## config.mk

```make
export PLATFORM = sky130hd
export DESIGN_NAME = synth_voice_allocator
export DESIGN_NICKNAME = d
export VERILOG_FILES = /design/src/rtl/sva_pkg.sv /design/src/rtl/sva_ctrl.sv /design/src/rtl/sva_dp.sv /design/src/rtl/synth_voice_allocator.sv
export SDC_FILE = /design/constraint.sdc
export NUM_CORES = 1
export LEC_CHECK = 0
export ABC_CLOCK_PERIOD_IN_PS = 5000
export BUFFER_PORTS_ARGS = -buffer_cell sky130_fd_sc_hd__buf_4
export CAP_MARGIN = 20
export CORE_UTILIZATION = 53
export DETAILED_ROUTE_END_ITERATION = 16
export GPL_TIMING_DRIVEN = 1
export PLACE_DENSITY = 0.77
export SETUP_SLACK_MARGIN = 0.3
export SLEW_MARGIN = 10
export SYNTH_ARGS = -nofsm -noshare
export SYNTH_HDL_FRONTEND = slang
export SYNTH_HIERARCHICAL = 1
export SYNTH_SLANG_ARGS = --single-unit
export TNS_END_PERCENT = 50
```

## constraint.sdc

```tcl
create_clock -name clk -period 5 [get_ports clk]
set_input_delay 0 -clock clk [delete_from_list [all_inputs] [get_ports clk]]
set_output_delay 0 -clock clk [all_outputs]
set_load 0.02 [all_outputs]
```

## src/rtl/sva_pkg.sv

```systemverilog
// Shared types and constants of the synthesizer voice allocator.
package sva_pkg;

  typedef enum logic [1:0] {
    ST_IDLE,
    ST_SCAN,
    ST_COMMIT
  } sva_state_t;

  localparam logic [1:0] MODE_ON  = 2'd0;
  localparam logic [1:0] MODE_OFF = 2'd1;
  localparam logic [1:0] MODE_ALL = 2'd2;

  localparam logic [1:0] ACT_NONE = 2'd0;
  localparam logic [1:0] ACT_TRIG = 2'd1;
  localparam logic [1:0] ACT_REL  = 2'd2;
  localparam logic [1:0] ACT_MASK = 2'd3;

  localparam logic [1:0] POL_ROUND  = 2'd0;
  localparam logic [1:0] POL_OLDEST = 2'd1;
  localparam logic [1:0] POL_LOW    = 2'd2;
  localparam logic [1:0] POL_HIGH   = 2'd3;

  localparam logic [7:0] NO_NOTE  = 8'd255;
  localparam logic [6:0] TOP_NOTE = 7'd127;

  localparam int IN_DATA_W  = 24;
  localparam int OUT_DATA_W = 40;

  typedef struct packed {
    logic load;
    logic step;
    logic commit;
  } sva_cmd_t;

  typedef struct packed {
    logic scan_last;
  } sva_sts_t;

endpackage

```

## src/rtl/sva_ctrl.sv

```systemverilog
// Controller state machine of the voice allocator: input, scan, commit and output valid.
module sva_ctrl (
  input  logic             clk,
  input  logic             rst_n,
  input  logic             in_tvalid,
  output logic             in_tready,
  output logic             out_tvalid,
  input  logic             out_tready,
  input  sva_pkg::sva_sts_t sts,
  output sva_pkg::sva_cmd_t cmd
);

  sva_pkg::sva_state_t state_r, state_nxt;
  logic                out_valid_r, out_valid_nxt;

  always_ff @(posedge clk) begin
    if (!rst_n) begin
      state_r     <= sva_pkg::ST_IDLE;
      out_valid_r <= 1'b0;
    end else begin
      state_r     <= state_nxt;
      out_valid_r <= out_valid_nxt;
    end
  end

  always_comb begin
    state_nxt     = state_r;
    out_valid_nxt = out_valid_r && !out_tready;
    in_tready     = 1'b0;
    cmd           = '0;
    case (state_r)
      sva_pkg::ST_IDLE: begin
        in_tready = 1'b1;
        if (in_tvalid) begin
          cmd.load  = 1'b1;
          state_nxt = sva_pkg::ST_SCAN;
        end
      end
      sva_pkg::ST_SCAN: begin
        cmd.step = 1'b1;
        if (sts.scan_last) begin
          state_nxt = sva_pkg::ST_COMMIT;
        end
      end
      sva_pkg::ST_COMMIT: begin
        if (!out_valid_r || out_tready) begin
          cmd.commit    = 1'b1;
          out_valid_nxt = 1'b1;
          state_nxt     = sva_pkg::ST_IDLE;
        end
      end
      default: begin
        state_nxt = sva_pkg::ST_IDLE;
      end
    endcase
  end

  assign out_tvalid = out_valid_r;

endmodule

```

## src/rtl/sva_dp.sv

```systemverilog
// Datapath of the voice allocator: lane notes, recency order, lane scan and result register.
module sva_dp #(
  parameter int LANES = 8
) (
  input  logic                              clk,
  input  logic                              rst_n,
  input  logic                              cfg_we,
  input  logic [1:0]                        cfg_wdata,
  input  sva_pkg::sva_cmd_t                 cmd,
  output sva_pkg::sva_sts_t                 sts,
  input  logic [sva_pkg::IN_DATA_W-1:0]     in_tdata,
  input  logic [1:0]                        in_tuser,
  output logic [sva_pkg::OUT_DATA_W-1:0]    out_tdata,
  output logic [1:0]                        out_tuser
);

  localparam int LW = $clog2(LANES);
  localparam logic [7:0] LANE_MASK = (LANES >= 8) ? 8'hFF : 8'((1 << LANES) - 1);

  logic [7:0]    lane_note_r [LANES];
  logic [LW-1:0] rec_r [LANES];
  logic [LW-1:0] rec_nxt [LANES];
  logic [LW-1:0] rot_r;
  logic [1:0]    policy_r;
  logic [LW-1:0] idx_r;

  logic [1:0]    mode_r;
  logic [6:0]    note_r;
  logic [6:0]    vel_r;
  logic [7:0]    busy_r;

  logic          hit_f_r, idle_f_r, lo_f_r, hi_f_r;
  logic [LW-1:0] hit_l_r, idle_l_r, lo_l_r, hi_l_r;
  logic [6:0]    lo_t_r, hi_t_r;
  logic [LW-1:0] cand_l_r;
  logic [7:0]    cand_n_r;

  logic [sva_pkg::OUT_DATA_W-1:0] out_data_r;
  logic [1:0]                     out_user_r;

  logic [LW-1:0] rot_inc;
  logic [7:0]    cur_note;
  logic [7:0]    idx_ext;
  logic          cur_busy;

  logic          steal;
  logic [LW-1:0] st_lane;
  logic [7:0]    st_note;
  logic [LW-1:0] sel_lane;
  logic [7:0]    lane_ext;
  logic          seen;
  logic [LANES-1:0] shift;

  logic [2:0]    res_lane;
  logic [1:0]    res_act;
  logic [7:0]    res_mask;
  logic [6:0]    res_note;
  logic [6:0]    res_vel;
  logic          res_stolen;
  logic [6:0]    res_snote;

  assign rot_inc  = (rot_r == LW'(LANES - 1)) ? '0 : rot_r + 1'b1;
  assign cur_note = lane_note_r[idx_r];
  assign idx_ext  = 8'(idx_r);
  assign cur_busy = (idx_ext < 8'd8) && busy_r[idx_ext[2:0]];
  assign sts.scan_last = (idx_r == LW'(LANES - 1));

  always_comb begin
    st_lane = cand_l_r;
    st_note = cand_n_r;
    case (policy_r)
      sva_pkg::POL_LOW: begin
        st_lane = lo_f_r ? lo_l_r : '0;
        st_note = lo_f_r ? {1'b0, lo_t_r} : sva_pkg::NO_NOTE;
      end
      sva_pkg::POL_HIGH: begin
        st_lane = hi_f_r ? hi_l_r : '0;
        st_note = hi_f_r ? {1'b0, hi_t_r} : sva_pkg::NO_NOTE;
      end
      default: begin
        st_lane = cand_l_r;
        st_note = cand_n_r;
      end
    endcase
    steal    = !hit_f_r && !idle_f_r;
    sel_lane = hit_f_r ? hit_l_r : (idle_f_r ? idle_l_r : st_lane);
    lane_ext = 8'(sel_lane);
  end

  always_comb begin
    seen = 1'b0;
    for (int k = LANES - 1; k >= 0; k--) begin
      seen     = seen | (rec_r[k] == sel_lane);
      shift[k] = seen;
    end
    rec_nxt[0] = sel_lane;
    for (int k = 1; k < LANES; k++) begin
      rec_nxt[k] = shift[k] ? rec_r[k-1] : rec_r[k];
    end
  end

  always_comb begin
    res_lane   = '0;
    res_act    = sva_pkg::ACT_NONE;
    res_mask   = '0;
    res_note   = '0;
    res_vel    = '0;
    res_stolen = 1'b0;
    res_snote  = '0;
    case (mode_r)
      sva_pkg::MODE_ON: begin
        res_lane = lane_ext[2:0];
        res_act  = sva_pkg::ACT_TRIG;
        res_note = note_r;
        res_vel  = vel_r;
        if (steal && st_note != sva_pkg::NO_NOTE) begin
          res_stolen = 1'b1;
          res_snote  = st_note[6:0];
        end
      end
      sva_pkg::MODE_OFF: begin
        if (hit_f_r) begin
          res_lane = lane_ext[2:0];
          res_act  = sva_pkg::ACT_REL;
          res_note = note_r;
        end
      end
      sva_pkg::MODE_ALL: begin
        res_act  = sva_pkg::ACT_MASK;
        res_mask = busy_r & LANE_MASK;
      end
      default: begin
        res_act = sva_pkg::ACT_NONE;
      end
    endcase
  end

  always_ff @(posedge clk) begin
    if (!rst_n) begin
      for (int i = 0; i < LANES; i++) begin
        lane_note_r[i] <= sva_pkg::NO_NOTE;
        rec_r[i]       <= LW'(i);
      end
      rot_r    <= '0;
      policy_r <= sva_pkg::POL_OLDEST;
    end else begin
      if (cfg_we) begin
        policy_r <= cfg_wdata;
      end
      if (cmd.commit && mode_r == sva_pkg::MODE_ON) begin
        lane_note_r[sel_lane] <= {1'b0, note_r};
        for (int k = 0; k < LANES; k++) begin
          rec_r[k] <= rec_nxt[k];
        end
        if (steal && policy_r == sva_pkg::POL_ROUND) begin
          rot_r <= cand_l_r;
        end
      end
    end
  end

  always_ff @(posedge clk) begin
    if (cmd.load) begin
      mode_r   <= in_tuser;
      note_r   <= in_tdata[6:0];
      vel_r    <= in_tdata[13:7];
      busy_r   <= in_tdata[21:14];
      idx_r    <= '0;
      hit_f_r  <= 1'b0;
      idle_f_r <= 1'b0;
      lo_f_r   <= 1'b0;
      hi_f_r   <= 1'b0;
      lo_t_r   <= sva_pkg::TOP_NOTE;
      hi_t_r   <= '0;
      cand_l_r <= (policy_r == sva_pkg::POL_ROUND) ? rot_inc : rec_r[LANES-1];
    end else if (cmd.step) begin
      idx_r <= idx_r + 1'b1;
      if (!hit_f_r && cur_note == {1'b0, note_r}) begin
        hit_f_r <= 1'b1;
        hit_l_r <= idx_r;
      end
      if (!idle_f_r && !cur_busy) begin
        idle_f_r <= 1'b1;
        idle_l_r <= idx_r;
      end
      if (cur_note != sva_pkg::NO_NOTE && cur_note[6:0] <= lo_t_r) begin
        lo_f_r <= 1'b1;
        lo_l_r <= idx_r;
        lo_t_r <= cur_note[6:0];
      end
      if (cur_note != sva_pkg::NO_NOTE && cur_note[6:0] >= hi_t_r) begin
        hi_f_r <= 1'b1;
        hi_l_r <= idx_r;
        hi_t_r <= cur_note[6:0];
      end
      if (idx_r == cand_l_r) begin
        cand_n_r <= cur_note;
      end
    end
    if (cmd.commit) begin
      out_data_r <= {7'd0, res_snote, res_stolen, res_vel, res_note, res_mask, res_lane};
      out_user_r <= res_act;
    end
  end

  assign out_tdata = out_data_r;
  assign out_tuser = out_user_r;

endmodule

```

## src/rtl/synth_voice_allocator.sv

```systemverilog
// Top level of the synthesizer voice allocator.
// A result is registered in the commit state, after the input load and the scan of every lane.
// The scan visits one lane per cycle; a new event is taken only in the idle state, once the last one is committed.
// A new event is taken while the previous result still waits on the output.
// Reset is synchronous: lanes hold no note, the recency order is lane order,
// the rotation pointer is 0 and the steal policy is oldest used lane.
module synth_voice_allocator #(
  parameter int LANES = 8
) (
  input  logic        clk,
  input  logic        rst_n,
  input  logic        cfg_we,
  input  logic [1:0]  cfg_wdata,    // steal_policy
  input  logic        in_tvalid,
  output logic        in_tready,
  input  logic [23:0] in_tdata,     // note, velocity, busy_mask, zero pad
  input  logic [1:0]  in_tuser,     // mode
  output logic        out_tvalid,
  input  logic        out_tready,
  output logic [39:0] out_tdata,    // lane, release_mask, note_out, velocity_out,
                                    // stolen, stolen_note, zero pad
  output logic [1:0]  out_tuser     // action
);

  sva_pkg::sva_cmd_t cmd;
  sva_pkg::sva_sts_t sts;

  sva_ctrl u_ctrl (
    .clk        (clk),
    .rst_n      (rst_n),
    .in_tvalid  (in_tvalid),
    .in_tready  (in_tready),
    .out_tvalid (out_tvalid),
    .out_tready (out_tready),
    .sts        (sts),
    .cmd        (cmd)
  );

  sva_dp #(
    .LANES (LANES)
  ) u_dp (
    .clk       (clk),
    .rst_n     (rst_n),
    .cfg_we    (cfg_we),
    .cfg_wdata (cfg_wdata),
    .cmd       (cmd),
    .sts       (sts),
    .in_tdata  (in_tdata),
    .in_tuser  (in_tuser),
    .out_tdata (out_tdata),
    .out_tuser (out_tuser)
  );

  a_one_event: assert property (@(posedge clk) disable iff (!rst_n)
    in_tvalid && in_tready |=> !in_tready)
    else $error("Input taken again while an event is in work.");

  a_none_empty: assert property (@(posedge clk) disable iff (!rst_n)
    out_tvalid && out_tuser == sva_pkg::ACT_NONE |-> out_tdata == '0)
    else $error("Result without action carries nonzero fields.");

  a_steal_trig: assert property (@(posedge clk) disable iff (!rst_n)
    out_tvalid && out_tuser != sva_pkg::ACT_TRIG |-> !out_tdata[25])
    else $error("Steal flagged on a result that is no trigger.");

  a_valid_rise: assert property (@(posedge clk) disable iff (!rst_n)
    $rose(out_tvalid) |-> $past(!in_tready))
    else $error("Result appeared without a committed event.");

endmodule
```

# Word-level counts from Yosys, hierarchy flattened
# Memory sizes are Yosys's and may differ from the RTL's. A register that Yosys moved wholly into a read port is not among the register bits.
# Index checks and enable logic that the tools add are counted.
[totals] register_bits=111 ram_bits=88 input_bits=33 out_inout_bits=44 n_memories=2
[mem_list] name="u_dp.lane_note_r" depth=8 word_bits=8 read_ports=1 rd_clocked_by_memory_dff=1 write_ports=8 line_no="sva_dp.sv:20" rtl="logic [7:0] lane_note_r [LANES];"
[mem_list] name="u_dp.rec_r" depth=8 word_bits=3 read_ports=8 rd_clocked_by_memory_dff=0 write_ports=8 line_no="sva_dp.sv:21" rtl="logic [LW-1:0] rec_r [LANES];"
[op_classes] addsub=2 order_cmp=4 eq_ne=22 mux=55 bitwise_logic=15 n_reduce_logical=32
[op_table] op="3-bit 2-to-1 mux" n=25
[op_table] op="3-bit equality test" n=8
[op_table] op="8-bit 2-to-1 mux" n=3
[op_table] op="3-bit AND reduction" n=6
[op_table] op="8-bit != test, second input constant" n=2
[op_table] op="8-bit case mux with 2 select lines" n=1
[op_table] op="1-bit 2-to-1 mux" n=15
[op_table] op="1-bit OR" n=14
[op_table] op="7-bit case mux with 2 select lines" n=1
[op_table] op="2-bit case mux with 3 select lines" n=2
[op_table] op="3-bit case mux with 2 select lines" n=2
[op_table] op="2-bit AND reduction" n=6
[op_table] op="1-bit logical AND" n=10
[op_table] op="2-bit equality test, second input constant" n=4
[op_table] op="8-bit by 7-bit equality test with 1-bit output" n=1
[op_table] op="3-bit by 4-bit < comparator with 1-bit output, second input constant" n=2
[op_table] op="2-bit 2-to-1 mux" n=4
[op_table] op="8-bit OR reduction" n=1
[op_table] op="7-bit greater-or-equal comparator" n=1
[op_table] op="7-bit <= comparator" n=1
[op_table] op="7-bit 2-to-1 mux" n=1
[op_table] op="3-bit by 1-bit adder with 3-bit output, second input constant" n=2
[op_table] op="3-bit equality test, second input constant" n=2
[op_table] op="2-bit logical NOT" n=3
[op_table] op="7 further kinds" n=13

# Longest topological paths before layout
# Gate-level depths: netlist of run 1.
[depth] word_depth=13 ltp_mapped=14 mapped_depth_nobuf=11

# Hierarchy
# The synthesis of run 1 kept the hierarchy.
[modules_own_cells] mod="sva_dp" instances=1 cells_per_inst=716 area_per_inst_um2=9041.2 seq_area_each_um2=5605.4
[modules_own_cells] mod="sva_ctrl" instances=1 cells_per_inst=17 area_per_inst_um2=156.4 seq_area_each_um2=60.1

# Least setup slack after synthesis of run 1
# No wires, ideal clock.
[synth_timing] path_type="reg2reg" from="register u_ctrl.out_valid_r (netlist: u_ctrl/out_tvalid)" to="memory u_dp.lane_note_r[3][0] (enable)" setup_ns=0.319 arrival_ns=3.612 required_ns=4.681 slack_ns=1.069 stages_incl_launch_ff=9 path_buffers=0 path_cell_list="dfxtp_1 > nand2b_1 > nor2b_1 > nand2_1 > nor2_1 > nand2b_1 > nor3_1 > nor2_1 > inv_1"
[synth_lines] item="from (decl)" line_no="sva_ctrl.sv:14" rtl="logic out_valid_r, out_valid_nxt;"
[synth_lines] item="from (signal assigned)" line_no="sva_ctrl.sv:22" rtl="out_valid_r <= out_valid_nxt;"
[synth_lines] item="to (decl)" line_no="sva_dp.sv:20"

==> qor.txt, run 1 <==
Status - complete, no violations
CP Launch Type - register
Avg Inst Size Synth - 12.5 sq um
Core footprint - 16800 sq um
Pre-CTS setup slack - 1.25 ns
Count leader, synth - edfxtp_1
Crit Path Class - reg -> reg
CP max FO - 19
Critical Path Most Common Cell - buf_4
Via count - 6190
Skew final - 0.0123 ns
TNS Setup - 0 ns
Register area share after synthesis - 61.6%
Placed cell areas - 9880 sq um
Pleak - 0.00413 uW
CTS tree - built
Max-cap violations - 0
Largest net degree at the start of global routing - 55
Final hold violation count - 0
Fmax - 266 MHz
Buf/Inv on CP - 2
RSZ-0062 raised after global routing - no
Finish-stage setup viols - 0
Post-route total power - 4320 uW
Crit path largest cell delay - 0.93 ns
Vias in the first global route - 6297
Final GP Congestion - 0.871
Die area - 17900 sq um
Worst min path class - in -> reg
Slowest CP cell - dfxtp_1
First-pass GRT wire length - 32200 um
DR iter-0 viols - 570
Final setup margin - 1.24 ns
Rel. slew slack - 38.3%
CTS buffer count - 21
# nets final - 889
Final instance area - 10900 sq um
Yosys cell types - 66
GRT Resource Usage Total - 23.0%
Worst-Margin Slew - 0.924 ns
Die X - 134 um
Post_cts resized - 0
DR DRC count - 0
N_diodes - 0
Main synth FF type - edfxtp_1
Total grt overflow - 0
Setup crit end kind - register
Synth top area share - 52.9%
Reg clk slew, reported paths - 0.07 ns
Number of enable flip-flop cells after synthesis - 162
Synth area leaders - edfxtp_1 53%, dfxtp_1 8.7%, nor2_1 4.7%
Core Rows - 47
Worst-skew pair later-pin latency - 0.49 ns
CP required - 5.36 ns
Num ports - 77
WL/cell - 18.8 um
Share of cells above drive strength 1 - 17.4%
Power per cell area - 398 nW/um^2
Area Overhead vs Synth - 18.2%
Max IR drop VDD - 0.000239 V
Worst EP arrival - 4.12 ns
Pins over their slew limit - 0
Post-Syn Area - 9200 sq um
Yosys warnings - 6
R2R depth - 11
Routing usage on met1 - 28.9%
Total iterations of the first detailed-routing run - 5
Period minus WS final - 3.76 ns
Initial Utilization - 54.9%
PortBufs - 67
Maximum buffer depth of the clock tree - 3
CTS root buf - clkbuf_16
Syn Inst Count - 733
Flops & latches, synth - 202
Initial antenna violation count - 0
Cell taking the most area after synthesis - edfxtp_1
Post-synth top cells - 162 x edfxtp_1, 115 x nor2_1, 45 x nand2_1
Final Cycle Share - 75.1%
Gr busiest metal - met2
Die H - 134 um
Htree depth - 1
Vias/cell - 5.77
Clock Sinks - 202
Filler instances - 1196
Worst path cell trace - buf_4, mux4_2, nand2_1, o221ai_2, ha_1, o2111ai_1, a21oi_1, nor4bb_2, buf_4, mux2i_1, nor2_1
WL final - 20200 um
CP top delay family - flip-flops
Crit. path cell count - 11
Detailed Place HPWL - 13300 um
Met3 GRT Util - 3.54%
Synth async-reset ratio - 0%
Met2 Use GR - 40.7%
Final ANT Viol Nets - 0
Hold Path Depth - 2
[cell type report]
cell class | count | area [sq um] | share of cell area (%)
clock buffers | 26 | 564 | 5.19
clock inverters | 11 | 91.3 | 0.840
inverters | 30 | 113 | 1.04
multi-input cells | 474 | 3260 | 30.0
flip-flops and latches | 202 | 5670 | 52.1
well taps | 220 | 275 | 2.53
repair buffers | 109 | 901 | 8.29
[per-layer routing]
layer / vias to the layer above / wire length (um)
met5: - / 0
met4: 0 / 532
met3: 47 / 1390
met2: 277 / 10300
met1: 3031 / 7930
li1: 2835 / -
[power breakdown]
part	total, uW	internal [uW]	leakage (uW)	switching (uW)
Clock	1480	854	0.000307	626
Sequential	2090	1960	0.00187	132
Combinational	752	339	0.00196	413
Total	4320	3150	0.00413	1170
[placed cells by master, fill, tap and decap left out, types with 3 or more instances in the layout]
cell	Yosys	final
dlygate4sd3_1	0	33
edfxtp_1	162	162
dfxtp_1	40	40
clkbuf_1	11	3
nand4_1	15	15
o211ai_1	5	5
or2_2	7	7
nand3b_1	4	4
mux4_1	3	3
o22a_1	4	4
mux2_2	6	6
xor2_1	14	14
nand2b_1	21	21
nand3_1	20	20
ha_1	18	18
clkinvlp_4	0	4
nand4b_1	5	5
mux4_2	11	11
mux2i_1	30	30
o221ai_1	3	3
inv_1	30	30
conb_1	1	7
buf_4	10	76
a21o_1	4	4
xnor2_1	16	16
a31oi_1	5	5
nand2_1	45	45
nor2_1	115	115
a21oi_1	19	19
nor2b_1	8	7
o21ai_0	12	12
and2_1	33	32
nor3_1	5	5
clkbuf_16	0	21
[worst register-to-register path: stages, from the launching register on]
cell       delay, ns
dfxtp_1         0.93
buf_4           0.33
mux4_2          0.52
nand2_1         0.10
o221ai_2        0.20
ha_1            0.35
o2111ai_1       0.13
a21oi_1         0.27
nor4bb_2        0.31
buf_4           0.23
mux2i_1         0.21
nor2_1          0.05
[kinds of logic after synthesis]
group | Yosys count | share of synthesized area, %
AOI/OAI and AO/OA | 77 | 6.08
xor gates and xnor gates | 32 | 3.21
buffers and inverters | 63 | 3.36
other | 1 | 0.0408
adders and majority gates | 18 | 2.45
muxes | 52 | 7.88
DFF | 202 | 61.6
and+or+nand+nor | 288 | 15.4
[final timing paths]
check                                                          from                                   to  slack [ns]
worst min register to register  u_dp/lane_note_r[2][7]$_SDFFE_PP0N_  u_dp/lane_note_r[2][7]$_SDFFE_PP0N_        0.46
worst max register to register                             register          u_dp/hi_t_r[1]$_SDFFE_PP0P_        1.24
worst max-delay path                                       register          u_dp/hi_t_r[1]$_SDFFE_PP0P_        1.24
worst min-delay path                                    in_tdata[1]             u_dp/note_r[1]$_DFFE_PP_        0.23
[per-stage QoR]
stage                     hold slack [ns]  instances  utilization (%)
after floorplan                    0.0989        739                -
after global placement              0.178       1002             59.0
after detailed placement            0.179       1002             59.0
after CTS                           0.212       1072             64.9
after global routing                0.224       1072             64.9
final                               0.228       1072             64.9
[repair_timing]
| action | in CTS | in global routing |
|---|---|---|
| setup buffers | 0 | 0 |
| endpoints found under the setup margin | 0 | 0 |
| hold buffers | 33 | 0 |
| endpoints found under the hold margin | 39 | 0 |
[state kept, by name, summed over array words and instances (netlist names), 7 cells and up, named ones only]
signal / cells
u_dp/busy_r: 8
u_dp/cand_n_r: 8
u_dp/hi_t_r: 7
u_dp/lane_note_r: 64
u_dp/lo_t_r: 7
u_dp/note_r: 7
u_dp/out_tdata: 33
u_dp/rec_r: 24
u_dp/vel_r: 7
Power figures use the tool's default switching activity.
==> run 2: changes to the inputs <==
--- a/config.mk
+++ b/config.mk
@@ -5,13 +5,13 @@
 export SDC_FILE = /design/constraint.sdc
 export NUM_CORES = 1
 export LEC_CHECK = 0
-export ABC_CLOCK_PERIOD_IN_PS = 5000
+export ABC_CLOCK_PERIOD_IN_PS = 3300
 export BUFFER_PORTS_ARGS = -buffer_cell sky130_fd_sc_hd__buf_4
 export CAP_MARGIN = 20
 export CORE_UTILIZATION = 53
 export DETAILED_ROUTE_END_ITERATION = 16
 export GPL_TIMING_DRIVEN = 1
-export PLACE_DENSITY = 0.77
+export PLACE_DENSITY = 0.8
 export SETUP_SLACK_MARGIN = 0.3
 export SLEW_MARGIN = 10
 export SYNTH_ARGS = -nofsm -noshare
==> constraint.sdc (replaced) <==
create_clock -name clk -period 3.3 [get_ports clk]
set_input_delay 0 -clock clk [delete_from_list [all_inputs] [get_ports clk]]
set_output_delay 0 -clock clk [all_outputs]
set_load 0.02 [all_outputs]
==> run 2 against run 1 <==
  * Final area rose by 4.4%
  * First-iteration DRC count fell by 1.6%
  * Fmax rose by 28%
  * Wire length rose by 6.2%
  * Setup slack got worse by 0.87 ns
  * Clock power rose by 69%
  * Critical path depth rose by 2
==> qor.txt, run 2 (synthesized netlist as in run 1, its figures left out) <==
Area Overhead vs Synth - 23.4%
Buf/Inv on CP - 3 (+1)
R2R Setup Slk - 0.37 ns (-0.87 ns)
GRT Resource Usage Total - 24.2% (+1.2 points)
Initial antenna violation count - 1 (+1)
Total grt overflow - 0 (unchanged)
Crit. path cell count - 13 (+2)
Die area - 17900 sq um (unchanged)
Max IR drop VDD - 0.000346 V (+45%)
Worst-skew pair later-pin latency - 0.51 ns (+0.02 ns)
Worst-Margin Slew - 0.844 ns (-0.0801 ns)
CP top delay family - multiplexers
Placed insts - 1017 (+1.5%)
Status - complete, no violations
Share of cells above drive strength 1 - 21.3% (+4.0 points)
Core Rows - 47 (unchanged)
Reg clk slew, reported paths - 0.06 ns (about the same)
Num ports - 77 (unchanged)
DR DRC count - 0 (unchanged)
CTS root buf - clkbuf_16
WL/cell - 19.3 um (+2.8%)
Worst path cell trace - buf_12, mux4_2, mux2_4, inv_4, ha_4, nand2b_4, a211o_1, o2111ai_2, a21oi_2, nor4bb_4, buf_6, mux2i_1, nor2_1
Filler instances - 1135 (-5.1%)
Maximum buffer depth of the clock tree - 3 (unchanged)
Pins over their slew limit - 0 (unchanged)
Detailed Place HPWL - 13700 um (+2.7%)
Period minus WS final - 2.93 ns (-0.830 ns)
Crit path largest cell delay - 0.51 ns (-0.42 ns)
First-pass GRT wire length - 33500 um (+4.1%)
Final GP Congestion - 0.864 (-0.88%)
Non-Filler Instances - 1107 (+3.3%)
Crit Path Class - reg -> reg
Pleak - 0.00438 uW (+6.1%)
Final Cycle Share - 88.7% (+14 points)
PortBufs - 67 (unchanged)
Initial Utilization - 54.9% (unchanged)
Leading cell type in the layout, fill and taps excluded - edfxtp_1
R2R depth - 13 (+2)
Skew final - 0.0196 ns (+0.00729 ns)
Most flops, register - u_dp/lane_note_r
CP max FO - 5 (-14)
Worst min path class - in -> reg
Most frequent cells in the layout - 162 x edfxtp_1, 115 x nor2_1, 102 x buf_4
Via count - 6345 (+2.5%)
Vias/cell - 5.73 (-0.74%)
Core footprint - 16800 sq um (unchanged)
Clock Sinks - 202 (unchanged)
CP endpoint - u_dp/hi_t_r[5]$_SDFFE_PP0P_
Die X - 134 um (unchanged)
CTS buffer count - 22 (+4.8%)
Total iterations of the first detailed-routing run - 7 (+2)
Vias in the first global route - 6426 (+2.0%)
# nets final - 921 (+3.6%)
CP Launch Type - register
Largest net degree at the start of global routing - 55 (unchanged)
Finish-stage setup viols - 0 (unchanged)
Setup crit end kind - register
Worst reg2reg path endpoint - u_dp/hi_t_r[5]$_SDFFE_PP0P_
Max-cap violations - 0 (unchanged)
CP required - 3.66 ns (-1.70 ns)
Worst Hold Slack - 0.205 ns (-0.0233 ns)
Power per cell area - 626 nW/um^2 (+57%)
Die H - 134 um (unchanged)
Htree depth - 1 (unchanged)
DR iter-0 viols - 561 (-1.6%)
Fmax - 342 MHz (+28%)
Rel. slew slack - 43.5% (+5.2 points)
Final ANT Viol Nets - 0 (unchanged)
Max reg flops - 64 (unchanged)
Slowest CP cell - mux4_2
Final hold violation count - 0 (unchanged)
Worst EP arrival - 3.29 ns (-0.83 ns)
RSZ-0062 raised after global routing - yes
TNS Setup - 0 ns (unchanged)
WL final - 21400 um (+6.2%)
CTS tree - built
## run 2: cell types whose count changed in the layout (fill, tap and decap cells not counted), moves of 2 or more
| cell | delta |
|---|---|
| buf_4 | +26 |
| clkbuf_1 | +5 |
| clkinvlp_4 | -3 |
| bufinv_16 | +2 |
| clkbuf_16 | +2 |
| clkinv_1 | -2 |
| dfxtp_1 | -2 |
| ha_1 | -2 |
| ha_4 | +2 |
## run 2: area by class of cell
| class | instances | area (sq um) | share of cell area (%) |
|---|---|---|---|
| flip-flops and latches | 202 | 5670 | 50.0 |
| multi-input cells | 474 | 3350 | 29.5 |
| clock buffers | 32 | 608 | 5.36 |
| clock inverters | 8 | 129 | 1.14 |
| diodes | 1 | 2.50 | 0.0220 |
| inverters | 30 | 115 | 1.01 |
| well taps | 220 | 275 | 2.43 |
| repair buffers | 140 | 1200 | 10.6 |
## run 2: per-layer routing
| layer | vias to the layer above | GRT usage (%) | share of wire (%) |
|---|---|---|---|
| li1 | 2913 | - | - |
| met1 | 3135 | 30.6 | 39 |
| met2 | 258 | 42.8 | 52 |
| met3 | 39 | 4.11 | 6.8 |
| met4 | 0 | 6.76 | 1.8 |
| met5 | - | 0 | 0 |
## run 2: worst min path at each step
stage	from	endpoint	slack, ns	cells after the start
final	in_tdata[20]	u_dp/busy_r[6]$_DFFE_PP_	0.20	2
after global routing	in_tdata[20]	u_dp/busy_r[6]$_DFFE_PP_	0.19	2
after CTS	in_tdata[2]	u_dp/note_r[2]$_DFFE_PP_	0.19	2
after detailed placement	in_tdata[1]	u_dp/note_r[1]$_DFFE_PP_	0.18	1
after global placement	in_tdata[12]	u_dp/vel_r[5]$_DFFE_PP_	0.18	1
after floorplan	in_tdata[14]	u_dp/busy_r[0]$_DFFE_PP_	0.1	0
## run 2: metrics by stage
step / instance area (sq um) / setup slack [ns] / total power (uW) / utilization [%]
final: 11300 / 0.373 / 7100 / 67.7
after global routing: 11300 / 0.236 / 7390 / 67.7
after CTS: 11200 / 0.301 / 6930 / 66.6
after detailed placement: 10000 / 0.178 / 4330 / 59.7
after global placement: 10000 / 0.260 / 4290 / 59.7
after floorplan: 9230 / 0.425 / 4010 / -
## run 2: timing repair
item,CTS,global route
setup endpoints to repair,8,28
resized for setup,9,13
setup buffers,4,9
endpoints found under the hold margin,40,0
hold buffers,33,0
gates cloned,2,1
pin swaps,1,4
## run 2: power breakdown
group | total [uW] | internal [uW] | leakage, uW | switching (uW)
Combinational | 1450 | 712 | 0.00216 | 740
Sequential | 3150 | 2970 | 0.00187 | 179
Clock | 2500 | 1520 | 0.000356 | 984
Total | 7100 | 5200 | 0.00438 | 1900
==> run 3: changes to the inputs <==
--- a/config.mk
+++ b/config.mk
@@ -12,6 +12,7 @@
 export DETAILED_ROUTE_END_ITERATION = 16
 export GPL_TIMING_DRIVEN = 1
 export PLACE_DENSITY = 0.8
+export REMOVE_ABC_BUFFERS = 1
 export SETUP_SLACK_MARGIN = 0.3
 export SLEW_MARGIN = 10
 export SYNTH_ARGS = -nofsm -noshare
==> run 3 against run 2 <==
  * Wire length grew 0.26%
  * Fmax shrank 3.3%
  * Largest power group unchanged
  * Setup slack lost 0.099 ns
  * Global-route usage shrank 0.84 points
  * Register-to-register slack lost 0.099 ns
  * Critical path type unchanged
  * Clock skew shrank 0.0041 ns
  * Clock power is essentially flat
  * Critical path depth shrank 7
  * Sequential cell count is the same
==> qor.txt, run 3 (synthesized netlist as in run 1, its figures left out) <==
Status - complete, no violations
Detailed Place HPWL - 13800 um (+0.62%)
Share of cells above drive strength 1 - 22.1% (+0.82 points)
GRT Resource Usage Total - 23.4% (-0.84 points)
Total iterations of the first detailed-routing run - 5 (-2)
Worst min path class - in -> reg
PortBufs - 67 (unchanged)
Crit path largest cell delay - 0.67 ns (+0.16 ns)
CTS tree - built
Worst path cell trace - o211ai_1, a31oi_4, buf_4, nor2_1, a21oi_1, inv_1
Worst EP arrival - 3.22 ns (-0.07 ns)
Crit Path Class - reg -> reg
CP max FO - 14 (+9)
Final ANT Viol Nets - 0 (unchanged)
Largest net degree at the start of global routing - 55 (unchanged)
Filler instances - 1115 (-1.8%)
Total grt overflow - 0 (unchanged)
Rel. slew slack - 40.7% (-2.9 points)
Slowest CP cell - dfxtp_1
Final core utilization - 67.9% (+0.22 points)
Die area - 17900 sq um (unchanged)
Die H - 134 um (unchanged)
# nets final - 921 (unchanged)
Skew final - 0.0155 ns (-0.00411 ns)
Final hold violation count - 0 (unchanged)
Htree depth - 1 (unchanged)
N_diodes - 0 (-1)
Max-cap violations - 0 (unchanged)
WL/cell - 19.4 um (+0.44%)
Num ports - 77 (unchanged)
Buf/Inv on CP - 2 (-1)
Core Rows - 47 (unchanged)
Vias/cell - 5.67 (-1.1%)
Fmax - 331 MHz (-3.3%)
Die X - 134 um (unchanged)
First-pass GRT wire length - 32200 um (-3.7%)
DR iter-0 viols - 553 (-1.4%)
Final Cycle Share - 91.7% (+3.0 points)
Reg clk slew, reported paths - 0.06 ns (about the same)
CP required - 3.49 ns (-0.17 ns)
Pleak - 0.00439 uW (+0.18%)
Pins over their slew limit - 0 (unchanged)
Vias in the first global route - 6078 (-5.4%)
Most frequent cells in the layout - 162 x edfxtp_1, 115 x nor2_1, 99 x buf_4
Power per cell area - 626 nW/um^2 (about the same)
Initial Utilization - 54.9% (unchanged)
CTS buffer count - 21 (-4.5%)
Worst-Margin Slew - 0.890 ns (+0.0463 ns)
Final GP Congestion - 0.865 (+0.17%)
Worst-skew pair later-pin latency - 0.51 ns (about the same)
Final setup margin - 0.274 ns (-0.0991 ns)
Register area - 5670 sq um (unchanged)
RSZ-0062 raised after global routing - yes
Pre-CTS setup slack - 0.200 ns (+0.0221 ns)
DR DRC count - 0 (unchanged)
Area of the multi-input gates - 3370 sq um (+0.64%)
Core footprint - 16800 sq um (unchanged)
CP Launch Type - register
Maximum buffer depth of the clock tree - 3 (unchanged)
CP top delay family - compound AO/OA/AOI/OAI gates
Period minus WS final - 3.03 ns (+0.0991 ns)
Finish-stage setup viols - 0 (unchanged)
Area Overhead vs Synth - 23.8%
Leading cell type in the layout, fill and taps excluded - edfxtp_1
Clock Sinks - 202 (unchanged)
CTS root buf - clkbuf_16
Setup crit end kind - register
Max IR drop VDD - 0.000514 V (+48%)
Initial antenna violation count - 0 (-1)
WL final - 21500 um (+0.26%)
Via count - 6263 (-1.3%)
TNS Setup - 0 ns (unchanged)
R2R Setup Slk - 0.27 ns (-0.10 ns)
Most flops, register - u_dp/lane_note_r
Max reg flops - 64 (unchanged)
[run 3: changes by cell type in the layout (fill, tap and decap cells not counted), sizes merged]
| cell | previous run | this run |
|---|---|---|
| clkinv | 4 | 5 |
| clkinvlp | 1 | 0 |
| clkbuf | 33 | 30 |
| inv | 30 | 31 |
| diode | 1 | 0 |
| dlygate4sd3 | 33 | 34 |
[run 3: repair_timing]
action | in CTS | in global routing
resized for setup | 10 | 18
endpoints found under the setup margin | 19 | 33
buffers inserted | 0 | 12
hold endpoints to repair | 39 | 0
cloned | 2 | 1
pin swaps | 1 | 6
hold buffers | 34 | 0
[run 3: path summary, 6_finish.rpt]
kind	from	end	cells after the start
hold reg to reg	u_dp/lane_note_r[4][7]$_SDFFE_PP0N_	u_dp/lane_note_r[4][7]$_SDFFE_PP0N_	2
hold / removal	in_tdata[11]	u_dp/vel_r[4]$_DFFE_PP_	2
setup / recovery	u_dp/policy_r[0]$_SDFFE_PN1P_	u_dp/lane_note_r[6][2]$_DFFE_PP_	6
setup reg to reg	u_dp/policy_r[0]$_SDFFE_PN1P_	u_dp/lane_note_r[6][2]$_DFFE_PP_	6
[run 3: cell type report]
class                      count  share of cell area [%]
sequential                   202                    49.8
inverter                      30                    1.01
tap                          220                    2.42
clock inverter                 9                    1.09
clock buffer                  29                    5.32
timing repair buffer         141                    10.8
multi-input combinational    474                    29.6
[run 3: metrics by stage]
stage / area [sq um] / cells / hold WS, ns / power (uW)
2_1_floorplan: 9020 / 706 / 0.0619 / 3960
3_3_place_gp: 10000 / 1018 / 0.178 / 4300
3_5_place_dp: 10000 / 1018 / 0.180 / 4340
4_1_cts: 11200 / 1092 / 0.203 / 6900
5_1_grt: 11400 / 1105 / 0.219 / 7390
6_report: 11400 / 1105 / 0.213 / 7120
[run 3: report_power, final]
part / total [uW] / switching [uW] / internal [uW]
logic: 1490 / 772 / 722
clock network: 2490 / 969 / 1520
registers: 3140 / 175 / 2970
[run 3: metal layers]
metal	global-route usage (%)	up-vias	routed length, um
li1	-	2904	-
met2	39.5	313	10600
met1	29.9	2975	8320
met5	0	-	0
met4	8.52	0	816
met3	4.57	71	1720
[run 3: worst reg2reg max path: cells and delay by family, from the launching register on]
family,cells,cell delay [ns]
flip-flops,1,0.67
buffers and inverters,2,0.58
AO/OA/AOI/OAI,3,1.35
AND/OR/NAND/NOR,1,0.11
